===== src/hw/rtl/ltst_pkg.sv =====
`timescale 1ns / 1ps

package ltst_pkg;

  // Number of time zones carried by a tick.
  localparam int unsigned ZONES = 2;

  // Stream payload widths, rounded up to whole bytes.
  localparam int unsigned IN_FIELD_BITS  = 8 + 16 + ZONES;
  localparam int unsigned IN_DATA_W      = ((IN_FIELD_BITS + 7) / 8) * 8;
  localparam int unsigned OUT_FIELD_BITS = 8 + 8 + 2;
  localparam int unsigned OUT_DATA_W     = ((OUT_FIELD_BITS + 7) / 8) * 8;

  // Configuration port geometry.
  localparam int unsigned APB_ADDR_W = 5;
  localparam int unsigned APB_DATA_W = 32;

  typedef enum logic [1:0] {
    MODE_TICK   = 2'd0,
    MODE_ON     = 2'd1,
    MODE_OFF    = 2'd2,
    MODE_REPORT = 2'd3
  } mode_e;

  typedef enum logic [1:0] {
    DET_TOLERANCE = 2'd0,
    DET_ABOVE     = 2'd1,
    DET_BELOW     = 2'd2
  } detect_e;

  // Register word indexes (byte address divided by four).
  localparam logic [2:0] REG_SENSOR_GROUP    = 3'd0;
  localparam logic [2:0] REG_SWITCH_GROUP    = 3'd1;
  localparam logic [2:0] REG_THRESHOLD       = 3'd2;
  localparam logic [2:0] REG_TRIGGER_ON_RISE = 3'd3;
  localparam logic [2:0] REG_SHUTTER_GROUP   = 3'd4;
  localparam logic [2:0] REG_TARGET_POSITION = 3'd5;
  localparam logic [2:0] REG_HOLD_SECONDS    = 3'd6;

  localparam logic [7:0]  NO_SENSOR         = 8'hFF;
  localparam logic [15:0] NO_BRIGHTNESS     = 16'hFFFF;
  localparam logic [15:0] HOLD_SECONDS_RST  = 16'd900;

endpackage


===== src/hw/rtl/light_threshold_shutter_trigger.sv =====
`timescale 1ns / 1ps

// Light threshold shutter trigger.
//
// Input events arrive as stream transactions on the s_axis channel: tuser
// carries the event kind (second tick, group on, group off, brightness
// report) and tdata carries the group number, the brightness value and the
// time-zone match bits. Every input transaction produces exactly one result
// transaction on m_axis: tuser flags an emitted shutter position command,
// tdata carries the command group and position (zero when nothing is sent)
// and the detection status after the event.
//
// An input register and a result register hold the decision logic between
// them. A result is presented once its input transaction reaches the result
// register, and one transaction is accepted every cycle while the receiver
// takes results. The state (enable flag, last brightness, hold counter,
// detection, sent-once flag) is updated as an item moves into the result
// register. When the receiver stalls, the result register holds and the input
// register fills; s_axis_tready then drops until the result is taken. Reset
// empties both registers and restores the configuration and state defaults.
// The APB port reaches the seven registers at byte addresses 0 to 24; the user
// must write it only while no transactions are in flight; this is not enforced.

module light_threshold_shutter_trigger (
  input  logic                               clk_i,
  input  logic                               rst_ni,
  // Input events
  input  logic                               s_axis_tvalid,
  output logic                               s_axis_tready,
  // tdata from bit 0: group[7:0], brightness_value[15:0], zone_match[ZONES-1:0]
  input  logic [ltst_pkg::IN_DATA_W-1:0]     s_axis_tdata,
  // tuser from bit 0: mode[1:0]
  input  logic [1:0]                         s_axis_tuser,
  // Results
  output logic                               m_axis_tvalid,
  input  logic                               m_axis_tready,
  // tdata from bit 0: cmd_group[7:0], cmd_position[7:0], detect_status[1:0]
  output logic [ltst_pkg::OUT_DATA_W-1:0]    m_axis_tdata,
  // tuser from bit 0: send
  output logic                               m_axis_tuser,
  // Configuration
  input  logic                               psel,
  input  logic                               penable,
  input  logic                               pwrite,
  input  logic [ltst_pkg::APB_ADDR_W-1:0]    paddr,
  input  logic [ltst_pkg::APB_DATA_W-1:0]    pwdata,
  output logic [ltst_pkg::APB_DATA_W-1:0]    prdata,
  output logic                               pready
);
  import ltst_pkg::*;

  // Configuration registers
  logic [7:0]  sensor_group_q;
  logic [7:0]  switch_group_q;
  logic [15:0] threshold_q;
  logic        trigger_on_rise_q;
  logic [7:0]  shutter_group_q;
  logic [7:0]  target_position_q;
  logic [15:0] hold_seconds_q;

  // Automation state
  logic        auto_enabled_q, auto_enabled_d;
  logic [15:0] last_brightness_q, last_brightness_d;
  logic [15:0] hold_counter_q, hold_counter_d;
  logic [1:0]  detection_q, detection_d;
  logic        already_sent_q, already_sent_d;

  // Input register
  logic             in_valid_q;
  mode_e            in_mode_q;
  logic [7:0]       in_group_q;
  logic [15:0]      in_bright_q;
  logic [ZONES-1:0] in_zone_q;

  // Result register
  logic       out_valid_q;
  logic       out_send_q, out_send_d;
  logic [7:0] out_group_q, out_group_d;
  logic [7:0] out_pos_q, out_pos_d;
  logic [1:0] out_det_q;

  logic advance_w;
  logic load_w;
  logic cfg_wr_w;
  logic [2:0] reg_idx_w;

  // The result register can take a new item when it is empty or being drained.
  assign advance_w     = !out_valid_q || m_axis_tready;
  assign load_w        = in_valid_q && advance_w;
  assign s_axis_tready = !in_valid_q || advance_w;

  // ---------------------------------------------------------------------------
  // Configuration port
  // ---------------------------------------------------------------------------
  assign pready    = 1'b1;
  assign cfg_wr_w  = psel && penable && pwrite && pready;
  assign reg_idx_w = paddr[4:2];

  always_ff @(posedge clk_i or negedge rst_ni) begin
    if (!rst_ni) begin
      sensor_group_q    <= NO_SENSOR;
      switch_group_q    <= 8'd0;
      threshold_q       <= 16'd0;
      trigger_on_rise_q <= 1'b1;
      shutter_group_q   <= 8'd0;
      target_position_q <= 8'd0;
      hold_seconds_q    <= HOLD_SECONDS_RST;
    end else if (cfg_wr_w) begin
      unique case (reg_idx_w)
        REG_SENSOR_GROUP:    sensor_group_q    <= pwdata[7:0];
        REG_SWITCH_GROUP:    switch_group_q    <= pwdata[7:0];
        REG_THRESHOLD:       threshold_q       <= pwdata[15:0];
        REG_TRIGGER_ON_RISE: trigger_on_rise_q <= pwdata[0];
        REG_SHUTTER_GROUP:   shutter_group_q   <= pwdata[7:0];
        REG_TARGET_POSITION: target_position_q <= pwdata[7:0];
        REG_HOLD_SECONDS:    hold_seconds_q    <= pwdata[15:0];
        default: ;
      endcase
    end
  end

  always_comb begin
    unique case (reg_idx_w)
      REG_SENSOR_GROUP:    prdata = {24'd0, sensor_group_q};
      REG_SWITCH_GROUP:    prdata = {24'd0, switch_group_q};
      REG_THRESHOLD:       prdata = {16'd0, threshold_q};
      REG_TRIGGER_ON_RISE: prdata = {31'd0, trigger_on_rise_q};
      REG_SHUTTER_GROUP:   prdata = {24'd0, shutter_group_q};
      REG_TARGET_POSITION: prdata = {24'd0, target_position_q};
      REG_HOLD_SECONDS:    prdata = {16'd0, hold_seconds_q};
      default:             prdata = '0;
    endcase
  end

  // ---------------------------------------------------------------------------
  // Input register
  // ---------------------------------------------------------------------------
  always_ff @(posedge clk_i or negedge rst_ni) begin
    if (!rst_ni) begin
      in_valid_q <= 1'b0;
    end else if (s_axis_tready) begin
      in_valid_q <= s_axis_tvalid;
    end
  end

  always_ff @(posedge clk_i) begin
    if (s_axis_tvalid && s_axis_tready) begin
      in_mode_q   <= mode_e'(s_axis_tuser);
      in_group_q  <= s_axis_tdata[7:0];
      in_bright_q <= s_axis_tdata[23:8];
      in_zone_q   <= s_axis_tdata[24 +: ZONES];
    end
  end

  // ---------------------------------------------------------------------------
  // Decision logic
  // ---------------------------------------------------------------------------
  logic in_zone_w;
  logic no_sensor_w;
  logic hit_w;
  logic send_zone_w;
  logic send_hold_w;
  logic sent_mid_w;
  logic [15:0] count_mid_w;

  // All zone match bits are ORed together, and any match means "inside".
  assign in_zone_w   = |in_zone_q;
  assign no_sensor_w = (sensor_group_q == NO_SENSOR);
  assign hit_w       = trigger_on_rise_q ? (last_brightness_q > threshold_q)
                                         : (last_brightness_q < threshold_q);

  always_comb begin
    auto_enabled_d    = auto_enabled_q;
    last_brightness_d = last_brightness_q;
    hold_counter_d    = hold_counter_q;
    detection_d       = detection_q;
    already_sent_d    = already_sent_q;
    send_zone_w       = 1'b0;
    send_hold_w       = 1'b0;
    sent_mid_w        = already_sent_q;
    count_mid_w       = hold_counter_q;

    case (in_mode_q)
      MODE_ON: begin
        if (in_group_q == switch_group_q) auto_enabled_d = 1'b1;
      end
      MODE_OFF: begin
        if (in_group_q == switch_group_q) auto_enabled_d = 1'b0;
      end
      MODE_REPORT: begin
        if (!no_sensor_w && in_group_q == sensor_group_q) last_brightness_d = in_bright_q;
      end
      default: begin
        if (auto_enabled_q) begin
          if (in_zone_w) begin
            if (no_sensor_w) begin
              // Without a sensor the command goes out on the first zone tick.
              send_zone_w = !already_sent_q;
              sent_mid_w  = 1'b1;
            end else if (last_brightness_q != NO_BRIGHTNESS) begin
              if (hit_w) begin
                count_mid_w = hold_counter_q + 16'd1;
                detection_d = trigger_on_rise_q ? DET_ABOVE : DET_BELOW;
              end else begin
                count_mid_w = 16'd0;
                detection_d = DET_TOLERANCE;
              end
            end
          end else begin
            sent_mid_w = 1'b0;
          end
          hold_counter_d = count_mid_w;
          already_sent_d = sent_mid_w;
          if (count_mid_w == hold_seconds_q) begin
            send_hold_w    = !sent_mid_w;
            already_sent_d = 1'b1;
            hold_counter_d = 16'd0;
          end
        end
      end
    endcase

    out_send_d  = send_zone_w || send_hold_w;
    out_group_d = out_send_d ? shutter_group_q : 8'd0;
    out_pos_d   = out_send_d ? target_position_q : 8'd0;
  end

  always_ff @(posedge clk_i or negedge rst_ni) begin
    if (!rst_ni) begin
      auto_enabled_q    <= 1'b1;
      last_brightness_q <= NO_BRIGHTNESS;
      hold_counter_q    <= 16'd0;
      detection_q       <= DET_TOLERANCE;
      already_sent_q    <= 1'b0;
    end else if (load_w) begin
      auto_enabled_q    <= auto_enabled_d;
      last_brightness_q <= last_brightness_d;
      hold_counter_q    <= hold_counter_d;
      detection_q       <= detection_d;
      already_sent_q    <= already_sent_d;
    end
  end

  // ---------------------------------------------------------------------------
  // Result register
  // ---------------------------------------------------------------------------
  always_ff @(posedge clk_i or negedge rst_ni) begin
    if (!rst_ni) begin
      out_valid_q <= 1'b0;
    end else if (advance_w) begin
      out_valid_q <= in_valid_q;
    end
  end

  always_ff @(posedge clk_i) begin
    if (load_w) begin
      out_send_q  <= out_send_d;
      out_group_q <= out_group_d;
      out_pos_q   <= out_pos_d;
      out_det_q   <= detection_d;
    end
  end

  assign m_axis_tvalid = out_valid_q;
  assign m_axis_tuser  = out_send_q;
  assign m_axis_tdata  = {{(OUT_DATA_W - OUT_FIELD_BITS){1'b0}},
                          out_det_q, out_pos_q, out_group_q};

  // ---------------------------------------------------------------------------
  // Assertions
  // ---------------------------------------------------------------------------

  // A pending command result means the sent-once flag is already set; the
  // state cannot move on while the result waits.
  a_send_marks_sent: assert property (
    @(posedge clk_i) disable iff (!rst_ni)
    (out_valid_q && out_send_q) |-> already_sent_q
  ) else $error("command result pending while sent-once flag is clear");

  // The detection state only ever takes one of its three meaningful codes.
  a_detect_code: assert property (
    @(posedge clk_i) disable iff (!rst_ni)
    detection_q != 2'd3
  ) else $error("detection state holds an unused code");

  // With automation disabled, a tick leaves the hold counter alone.
  a_disabled_tick_holds: assert property (
    @(posedge clk_i) disable iff (!rst_ni)
    (load_w && in_mode_q == MODE_TICK && !auto_enabled_q) |=> $stable(hold_counter_q)
  ) else $error("hold counter changed on a tick while disabled");

  // A stalled result register must not let the state advance.
  a_no_update_on_stall: assert property (
    @(posedge clk_i) disable iff (!rst_ni)
    (out_valid_q && !m_axis_tready) |=> $stable(already_sent_q) && $stable(hold_counter_q)
  ) else $error("state advanced while the result was stalled");

endmodule

===== config.mk =====
export PLATFORM = sky130hd
export DESIGN_NAME = light_threshold_shutter_trigger
export DESIGN_NICKNAME = d
export VERILOG_FILES = /design/src/hw/rtl/ltst_pkg.sv /design/src/hw/rtl/light_threshold_shutter_trigger.sv
export SDC_FILE = /design/constraint.sdc
export NUM_CORES = 1
export LEC_CHECK = 0
export BUFFER_PORTS_ARGS = -buffer_cell sky130_fd_sc_hd__buf_4
export CELL_PAD_IN_SITES_DETAIL_PLACEMENT = 1
export CELL_PAD_IN_SITES_GLOBAL_PLACEMENT = 2
export CORE_MARGIN = 3
export CORE_UTILIZATION = 40
export CTS_CLUSTER_DIAMETER = 50
export DETAILED_ROUTE_END_ITERATION = 6
export PLACE_DENSITY_LB_ADDON = 0.1
export SETUP_SLACK_MARGIN = 0.4
export SLEW_MARGIN = 20
export SYNTH_ARGS = -nofsm -noshare
export SYNTH_HDL_FRONTEND = slang
export SYNTH_SLANG_ARGS = --single-unit

===== constraint.sdc =====
create_clock -name clk_i -period 5.9 [get_ports clk_i]
set_input_delay 1.18 -clock clk_i [delete_from_list [all_inputs] [get_ports clk_i]]
set_output_delay 1.18 -clock clk_i [all_outputs]
set_load 0.01 [all_outputs]

==> impl_metrics.toml, run 1 <==
[status]
status = "finished clean"

[sta]
setup_viol = 0
period_needed_ps = 4230
post-route-period-util_pct = 71.7
skew_ps = 8.78
tightest_slew_margin_relative_to_the_limit_pct = 31.9
timing_worst_slew_pin_value_ps = 1020
max_clock_freq_mhz = 236
final_hold_viol_count = 0
rsz_0062_raised_after_global_routing = "no"
final.setup.tns_ps = 0
final_number_of_max_transition_violations = 0

[pwr]
static-leakage-power_nw = 3.96
power.share.combinational_pct = 16.1
seq_power_share_pct = 45.0
intPower_mw = 2.10
design_power_total_mw = 2.97
power.ir.vdd_worst_v = 0.000216
clkPwrFrac_pct = 38.9
net_switching_power_of_the_design_uw = 866
switching_fraction_pct = 29.2
power.density_cell_area_nw_per_um2 = 312

[clock_tree]
post_cts_resized = 0
clkLatencyLatePin_ps = 430
htree_levels = 4
cts_inserted_buffers = 17
clockRootBuffer = "sky130_fd_sc_hd__clkbuf_16"
path_clk_slew_ps = 60
cts_post_setup_buffers_inserted = 0
cts.sink_count = 150
tritoncts = "built"
ctsLongestPathBuffers = 2
postCtsHoldBufs = 0

[routing]
routed_wire_length_per_instance_um = 20.1
vias = 5886
residual_drc_count = 0
totalWireLength_um = 21800
dr.first_iter.drc_count = 282
vias_cell = 5.43
ant_nets = 0
firstDrtPassIters = 4

[yosys]
arithmetic_cell_share_of_the_synthesized_area_counting_full_adders_half_adders_and_majority_gates_pct = 2.65
synth_compound_area_share_pct = 9.37
dominantRegCellSynth = "sky130_fd_sc_hd__dfrtp_1"
post_synth_inst_count = 722
synth.avg_cell_area_um2 = 11.1
synth_top_area_share_pct = 22.8
synth_top_family_by_area = "simple AND/OR/NAND/NOR gates"
synthesis.yosys.warnings = 0
synth.yosys.seq_area_share_pct = 50.2
yosysTopAreaCell = "sky130_fd_sc_hd__dfrtp_1"
multiplexer_share_of_the_synthesized_area_pct = 13.3
count_of_distinct_cell_types_in_the_synthesized_netlist = 68
synth_top_area_cells = "sky130_fd_sc_hd__dfrtp_1, sky130_fd_sc_hd__edfxtp_1, sky130_fd_sc_hd__dfstp_2"
synth_simple_gate_area_share_pct = 15.1
synth.cell_area_um2 = 8020
synth-edff-count = 47
synth_xor_xnor_area_share_pct = 4.26
synth_async_sr_flop_share_pct = 68.7
yosys_register_bits = 150

[layout]
layout.cells.most_common_list = "sky130_fd_sc_hd__buf_4, sky130_fd_sc_hd__dfrtp_1, sky130_fd_sc_hd__mux2_2"
diodes = 0
final_layout_size_suffix_gt1_share_pct = 31.3
layout.cells.most_common = "sky130_fd_sc_hd__buf_4"
layout.filler_cells = 2130
finish.net_count = 900
area_delta_synth_final_pct = 18.6

[worst_setup_path]
worst_r2r_endpoint = "out_pos_q[7]$_SDFFCE_PN0P_"
endpoint = "out_pos_q[7]$_SDFFCE_PN0P_"
startpoint = "last_brightness_q[7]$_DFFE_PN1P_"
end_kind = "flop"
worst_setup_path_start_kind = "flop"
r2r.worst_path.cells = 12
worstPathArrival_ps = 4520
crit_type = "flop to flop"
worst-endpoint-required_ps = 6190
regToRegSetupSlack_ps = 1670
crit-reg2reg-launch = "last_brightness_q[7]$_DFFE_PN1P_"
timing.critical_path.fanout_max = 17

[grt]
gr-total-overflow = 0
initial_antenna_violation_count = 0
grt_use_total_pct = 20.6
global_route_wire_length_before_repair_um = 35200
number_of_global_route_vias_before_repair = 6297
grt_max_degree = 56

[hold_path]
hold_path_startpoint = "in_bright_q[0]$_DFFE_PP_"
min_path_type = "flop to flop"

[place]
dp.final_hpwl_um = 16000
gp_congestion = 0.849
port-buffer-count = 90

[die]
die-area_um2 = 21800
die_y_um = 148
floorplan.initialDensity_pct = 41.0
core_um2 = 19600
floorplan.die.width_um = 148
core.rowCount = 51
pin_count = 138

[flow_run]
cap_violations = 0
==> stage by stage <==
stage	cells	hold slack (ps)	setup slack [ps]	area [um^2]	utilization (%)
final	1083	479	1670	9520	48.6
after global placement	1050	448	1510	8870	45.3
after detailed placement	1050	453	1360	8870	45.3
after floorplan	743	429	2200	8100	-
after CTS	1082	483	1310	9500	48.5
after global routing	1083	502	1130	9520	48.6
==> sequential cells by signal, summed over array words and instances, names as in the netlist, 2 cells and up <==
name               flops
hold_counter_q        16
hold_seconds_q        16
in_bright_q           16
last_brightness_q     16
threshold_q           16
in_group_q             8
out_group_q            8
out_pos_q              8
sensor_group_q         8
shutter_group_q        8
switch_group_q         8
target_position_q      8
detection_q            2
in_mode_q              2
in_zone_q              2
out_det_q              2
==> how the worst min path moves through the flow <==
| stage | endpoint | slack, ps | cells past startpoint |
|---|---|---|---|
| after floorplan | last_brightness_q[0]$_DFFE_PN1P_ | 430 | 2 |
| after global placement | last_brightness_q[0]$_DFFE_PN1P_ | 450 | 2 |
| after detailed placement | last_brightness_q[0]$_DFFE_PN1P_ | 450 | 2 |
| after CTS | last_brightness_q[0]$_DFFE_PN1P_ | 480 | 2 |
| after global routing | last_brightness_q[14]$_DFFE_PN1P_ | 500 | 1 |
| final | last_brightness_q[0]$_DFFE_PN1P_ | 480 | 2 |
==> synth_stat cells, types with 9 or more instances <==
cell type and n:
sky130_fd_sc_hd__buf_4 23, sky130_fd_sc_hd__mux2i_1 21, sky130_fd_sc_hd__nand2_1 54, sky130_fd_sc_hd__or3_1 10, sky130_fd_sc_hd__dfstp_2 30, sky130_fd_sc_hd__mux2_2 70
sky130_fd_sc_hd__nor4_1 12, sky130_fd_sc_hd__xor2_1 9, sky130_fd_sc_hd__dfrtp_1 73, sky130_fd_sc_hd__nand4_1 16, sky130_fd_sc_hd__nor2_1 40, sky130_fd_sc_hd__xnor2_1 30
sky130_fd_sc_hd__clkbuf_1 21, sky130_fd_sc_hd__inv_1 23, sky130_fd_sc_hd__o21ai_0 29, sky130_fd_sc_hd__a21oi_1 29, sky130_fd_sc_hd__buf_2 9, sky130_fd_sc_hd__and2_1 19
sky130_fd_sc_hd__nand3_1 18, sky130_fd_sc_hd__edfxtp_1 47, sky130_fd_sc_hd__nor3_1 18, sky130_fd_sc_hd__ha_1 17
==> power groups by stage <==
stage          clock [mW]  combinational [mW]  sequential, mW
4_1_cts              1.18               0.485            1.33
3_5_place_dp            0               0.481            1.35
5_1_grt              1.22               0.534            1.35
3_3_place_gp            0               0.463            1.34
2_1_floorplan           0               0.319            1.31
6_report             1.15               0.479            1.33
==> cell type report <==
type	count	area, um^2	area share [%]
inverters	23	86.3	0.907
multi-input cells	513	3690	38.8
well taps	265	332	3.48
flip-flops and latches	150	4030	42.3
clock inverters	14	185	1.95
clock buffers	18	439	4.62
repair buffers	100	754	7.93
==> kinds of logic after synthesis <==
group / after synthesis
AOI/OAI and AO/OA: 113
xor gates and xnor gates: 39
adders and majority gates: 17
buffers and inverters: 80
DFF: 150
muxes: 94
other: 2
and+or+nand+nor: 227
==> critical path: stages, from the launching register on <==
cell                        delay, ps
sky130_fd_sc_hd__dfstp_2          540
sky130_fd_sc_hd__ha_1             250
sky130_fd_sc_hd__a41oi_1          220
sky130_fd_sc_hd__o21ai_0          150
sky130_fd_sc_hd__o2bb2ai_1        270
sky130_fd_sc_hd__nor4_1           290
sky130_fd_sc_hd__buf_4            210
sky130_fd_sc_hd__nor3_2            80
sky130_fd_sc_hd__or4_1            550
sky130_fd_sc_hd__o32a_1           400
sky130_fd_sc_hd__or3_4            370
sky130_fd_sc_hd__a221oi_4         530
sky130_fd_sc_hd__and2_1           230
==> per-layer routing <==
layer  share of wire, %  GRT usage (%)  wire [um]
met1                 46           28.1      10000
met2                 49           34.3      10800
met3                3.1           3.28        685
met4                1.3           5.55        293
met5                  0              0          0
(Power assumes the default switching activity.)
==> run 2: changes to the inputs <==
- CORE_UTILIZATION: 40 -> 33
- clock period: 5.9 -> 3.55 ns (I/O delays scaled with it)
==> run 2 against run 1 <==
Compared with the run above:
- the run now ends with setup timing left
- non-clock buffer count grew 89
- die area rose by 20%
- total power rose by 74%
- setup slack lost 1900 ps
- sequential power rose by 65%
- cell area increased by 10%
- flip-flop and latch count unchanged
- critical path depth rose by 1
- register-to-register slack got worse by 1900 ps
- core utilization down 4.2 points
- maximum frequency grew 11%
- clock power up 67%
- critical path type unchanged
- largest power group unchanged
- highest routed layer unchanged
==> impl_metrics.toml, run 2 (synthesis results as in run 1) <==
[worst_setup_path]
endpoint = "out_group_q[0]$_SDFFCE_PN0P_"
regToRegSetupSlack_ps = -260
worst-endpoint-required_ps = 3850
startpoint = "threshold_q[10]$_DFFE_PN0P_"
worst_r2r_endpoint = "out_group_q[0]$_SDFFCE_PN0P_"
end_kind = "flop"
crit_type = "flop to flop"
worst_setup_path_start_kind = "flop"
crit-reg2reg-launch = "threshold_q[10]$_DFFE_PN0P_"
r2r.worst_path.cells = 13
timing.critical_path.fanout_max = 17
worstPathArrival_ps = 4110

[sta]
final_hold_viol_count = 0
skew_ps = 14.4
postLayoutSetupSlackWorst_ps = -256
period_needed_ps = 3810
final_number_of_max_transition_violations = 0
tightest_slew_margin_relative_to_the_limit_pct = 44.0
final.setup.tns_ps = -4790
timing_worst_slew_pin_value_ps = 837
rsz_0062_raised_after_global_routing = "yes"
post-route-period-util_pct = 107
setup_viol = 28
max_clock_freq_mhz = 263

[layout]
area_delta_synth_final_pct = 30.9
layout.cells.most_common_list = "sky130_fd_sc_hd__buf_4, sky130_fd_sc_hd__dfrtp_1, sky130_fd_sc_hd__mux2_2"
layout.cells.most_common = "sky130_fd_sc_hd__buf_4"
diodes = 0
final_area_um2 = 10500
layout.filler_cells = 2634
finish.net_count = 989
final_layout_size_suffix_gt1_share_pct = 40.7

[routing]
routed_wire_length_per_instance_um = 19.5
residual_drc_count = 0
ant_nets = 0
vias = 6261
vias_cell = 5.11
firstDrtPassIters = 4
totalWireLength_um = 24000
dr.first_iter.drc_count = 259

[pwr]
power.density_cell_area_nw_per_um2 = 491
design_power_total_mw = 5.16
power.ir.vdd_worst_v = 0.000273
static-leakage-power_nw = 4.41

[grt]
global_route_wire_length_before_repair_um = 38200
number_of_global_route_vias_before_repair = 6804
grt_max_degree = 58
initial_antenna_violation_count = 0
gr-total-overflow = 0
grt_use_total_pct = 18.7

[clock_tree]
clockRootBuffer = "sky130_fd_sc_hd__clkbuf_16"
path_clk_slew_ps = 70
cts_inserted_buffers = 17
htree_levels = 4
tritoncts = "built"
ctsLongestPathBuffers = 2
clkLatencyLatePin_ps = 440
cts.sink_count = 150

[hold_path]
min_path_type = "input port to async pin"

[die]
die-area_um2 = 26200
floorplan.initialDensity_pct = 33.9
die_y_um = 162
floorplan.die.width_um = 162
core_um2 = 23700
core.rowCount = 56
pin_count = 138

[status]
status = "finished with violations"
violations = "setup timing"

[place]
dpl_cell_area_um2 = 9620
port-buffer-count = 90
dp.final_hpwl_um = 17700
gp_congestion = 0.815

[flow_run]
cap_violations = 0
## run 2: cell types whose count changed in the layout (fill, tap and decap cells not counted), sizes merged
| cell | before | now |
|---|---|---|
| inv | 30 | 29 |
| clkinv | 3 | 4 |
| buf | 100 | 189 |
## run 2: routing by layer
metal  up-vias  track usage (%)  share of wire, %
met2       118             31.8                50
li1       2926                -                 -
met1      3188             24.8                46
met4         0             4.92               1.6
met5         -                0                 0
met3        29             3.21               3.0
## run 2: worst min path at each step
stage / startpoint / slack, ps / cells after the start / to
after floorplan: rst_ni / 410 / 0 / already_sent_q$_DFFE_PN0P_
after global placement: in_bright_q[0]$_DFFE_PP_ / 450 / 2 / last_brightness_q[0]$_DFFE_PN1P_
after detailed placement: in_bright_q[0]$_DFFE_PP_ / 450 / 2 / last_brightness_q[0]$_DFFE_PN1P_
after CTS: rst_ni / 330 / 1 / target_position_q[1]$_DFFE_PN0P_
after global routing: rst_ni / 360 / 1 / shutter_group_q[1]$_DFFE_PN0P_
final: rst_ni / 320 / 1 / target_position_q[1]$_DFFE_PN0P_
## run 2: repair_timing
item                                    CTS  global route
endpoints found under the hold margin     0             0
pin swaps                                 2             5
gates resized for setup                  19            16
endpoints found under the setup margin   34            34
hold buffers                              0             0
setup buffers                             7             3
## run 2: layout make-up
| type | count | area [um^2] | share of cell area (%) |
|---|---|---|---|
| well taps | 319 | 399 | 3.80 |
| multi-input cells | 513 | 3890 | 37.1 |
| clock buffers | 18 | 429 | 4.09 |
| clock inverters | 14 | 185 | 1.76 |
| repair buffers | 189 | 1480 | 14.1 |
| flip-flops and latches | 150 | 4030 | 38.3 |
| inverters | 23 | 86.3 | 0.822 |
## run 2: power by group
part	switching, mW	internal [mW]
combinational	0.502	0.532
sequential	0.185	2.02
clock	0.845	1.07
total	1.53	3.62
## run 2: critical path, stage by stage, from the launching register on
cell and delay, ps:
sky130_fd_sc_hd__dfrtp_1 380, sky130_fd_sc_hd__inv_2 60, sky130_fd_sc_hd__ha_1 290, sky130_fd_sc_hd__nand4_1 140, sky130_fd_sc_hd__or3_4 400, sky130_fd_sc_hd__a21oi_4 210
sky130_fd_sc_hd__o31a_2 200, sky130_fd_sc_hd__nor3_2 60, sky130_fd_sc_hd__or4_4 540, sky130_fd_sc_hd__o32a_1 390, sky130_fd_sc_hd__or3_4 370, sky130_fd_sc_hd__a221oi_4 310
sky130_fd_sc_hd__buf_12 180, sky130_fd_sc_hd__and2_1 130
## run 2: through the flow
step	utilization (%)	worst slack, ps	hold slack (ps)	instances
after global routing	44.3	-394	361	1226
final	44.3	-256	320	1226
after detailed placement	40.6	-291	454	1184
after floorplan	-	2.79	414	743
after CTS	43.9	-241	329	1223
after global placement	40.6	-212	452	1184
==> run 3: changes to the inputs <==
- PLACE_DENSITY: default -> 0.86
- PLACE_DENSITY_LB_ADDON: 0.1 -> default
==> run 3 against run 2 <==
Compared with the run above:
- the flow still finishes with violations (setup timing)
- combinational power about the same
- clock skew down 3.5 ps
- worst hold slack worse by 4.7 ps
- via count about the same
- global-route usage down 0.37 points
- flip-flop and latch count unchanged
- non-clock buffer count up 1
- critical path type unchanged
==> impl_metrics.toml, run 3 (synthesis results as in run 1) <==
[status]
status = "finished with violations"
violations = "setup timing"

[clock_tree]
clockRootBuffer = "sky130_fd_sc_hd__clkbuf_16"
ctsLongestPathBuffers = 2
htree_levels = 4
clkLatencyLatePin_ps = 430
tritoncts = "built"
cts_inserted_buffers = 17
cts.sink_count = 150
path_clk_slew_ps = 70

[routing]
routed_wire_length_per_instance_um = 19.4
ant_nets = 0
vias = 6266
totalWireLength_um = 23800
dr.first_iter.drc_count = 275
residual_drc_count = 0
firstDrtPassIters = 4
vias_cell = 5.11

[sta]
max_clock_freq_mhz = 263
final_hold_viol_count = 0
tightest_slew_margin_relative_to_the_limit_pct = 48.5
setup_viol = 29
period_needed_ps = 3800
final.setup.tns_ps = -4960
final_number_of_max_transition_violations = 0
rsz_0062_raised_after_global_routing = "yes"
hold_ws_ps = 316
skew_ps = 10.9
timing_worst_slew_pin_value_ps = 770
post-route-period-util_pct = 107
postLayoutSetupSlackWorst_ps = -248

[die]
floorplan.die.width_um = 162
die-area_um2 = 26200
floorplan.initialDensity_pct = 33.9
core.rowCount = 56
pin_count = 138
die_y_um = 162
core_um2 = 23700

[pwr]
power.density_cell_area_nw_per_um2 = 477
power.ir.vdd_worst_v = 0.000362
design_power_total_mw = 5.08
static-leakage-power_nw = 4.45

[layout]
area_delta_synth_final_pct = 32.8
final_layout_size_suffix_gt1_share_pct = 42.5
diodes = 0
layout.cells.most_common = "sky130_fd_sc_hd__buf_4"
layout.cells.most_common_list = "sky130_fd_sc_hd__buf_4, sky130_fd_sc_hd__dfrtp_1, sky130_fd_sc_hd__mux2_2"
finish.net_count = 990

[place]
place_worst_setup_slack_ps = -296
port-buffer-count = 90
gp_congestion = 0.872
dp.final_hpwl_um = 17000

[flow_run]
cap_violations = 0

[worst_setup_path]
timing.critical_path.fanout_max = 9
worstPathArrival_ps = 4100
end_kind = "flop"
worst-endpoint-required_ps = 3850
crit_type = "flop to flop"
worst_setup_path_start_kind = "flop"
r2r.worst_path.cells = 13

[grt]
global_route_wire_length_before_repair_um = 37600
initial_antenna_violation_count = 0
grt_use_total_pct = 18.3
gr-total-overflow = 0
grt_max_degree = 56
number_of_global_route_vias_before_repair = 6828

[hold_path]
min_path_type = "input port to async pin"
-- run 3: what timing repair did --
action                                  in CTS  in global routing
buffers inserted                            10                  5
pin swaps                                   14                 16
hold buffers                                 0                  0
cloned                                       1                  0
endpoints found under the setup margin      34                 34
resized for setup                           55                 24
-- run 3: where the power goes --
group	internal (mW)	switching (mW)
sequential	2.02	0.188
clock	1.05	0.774
combinational	0.524	0.529
total	3.59	1.49
-- run 3: final timing paths --
check                                            startpoint                                end  slack, ps
min in group clk_i                         s_axis_tdata[20]          in_bright_q[12]$_DFFE_PP_        450
setup / recovery           last_brightness_q[7]$_DFFE_PN1P_         out_pos_q[7]$_SDFFCE_PN0P_       -250
setup reg to reg           last_brightness_q[7]$_DFFE_PN1P_         out_pos_q[7]$_SDFFCE_PN0P_       -250
hold reg to reg                   in_bright_q[12]$_DFFE_PP_  last_brightness_q[12]$_DFFE_PN1P_        480
max in group asynchronous                            rst_ni      hold_seconds_q[9]$_DFFE_PN1P_       2430
hold / removal                                       rst_ni     shutter_group_q[1]$_DFFE_PN0P_        320
-- run 3: metal layers --
metal	track usage, %	part of all wire, %	up-vias
met3	2.40	3.0	28
met2	32.0	51	132
met1	23.5	44	3179
met4	5.93	1.9	0
met5	0	0	-
li1	-	-	2927
-- run 3: worst max-delay path, stage by stage, from the launching register on --
cell and delay, ps:
sky130_fd_sc_hd__dfstp_2 570, sky130_fd_sc_hd__ha_4 210, sky130_fd_sc_hd__a41oi_1 270, sky130_fd_sc_hd__o21ai_2 120
sky130_fd_sc_hd__o2bb2ai_4 170, sky130_fd_sc_hd__nor4_4 350, sky130_fd_sc_hd__nor3_4 70, sky130_fd_sc_hd__or4_1 530
sky130_fd_sc_hd__o32a_1 340, sky130_fd_sc_hd__or3_4 360, sky130_fd_sc_hd__a221oi_4 240, sky130_fd_sc_hd__buf_6 170
sky130_fd_sc_hd__buf_12 120, sky130_fd_sc_hd__and2_4 130
-- run 3: through the flow --
step                instances  util (%)  instance area (um^2)
floorplan                 743         -                  8130
global placement         1179      40.4                  9570
detailed placement       1179      40.4                  9570
CTS                      1222      44.4                 10500
global route             1227      45.0                 10700
finish                   1227      45.0                 10700
-- run 3: area by class of cell --
cell class              instances  area, um^2
multi-input cells             513        4030
clock buffers                  19         433
inverters                      23        86.3
fillers                      2576       13000
flip-flops and latches        150        4030
clock inverters                13         149
repair buffers                190        1540
well taps                     319         399
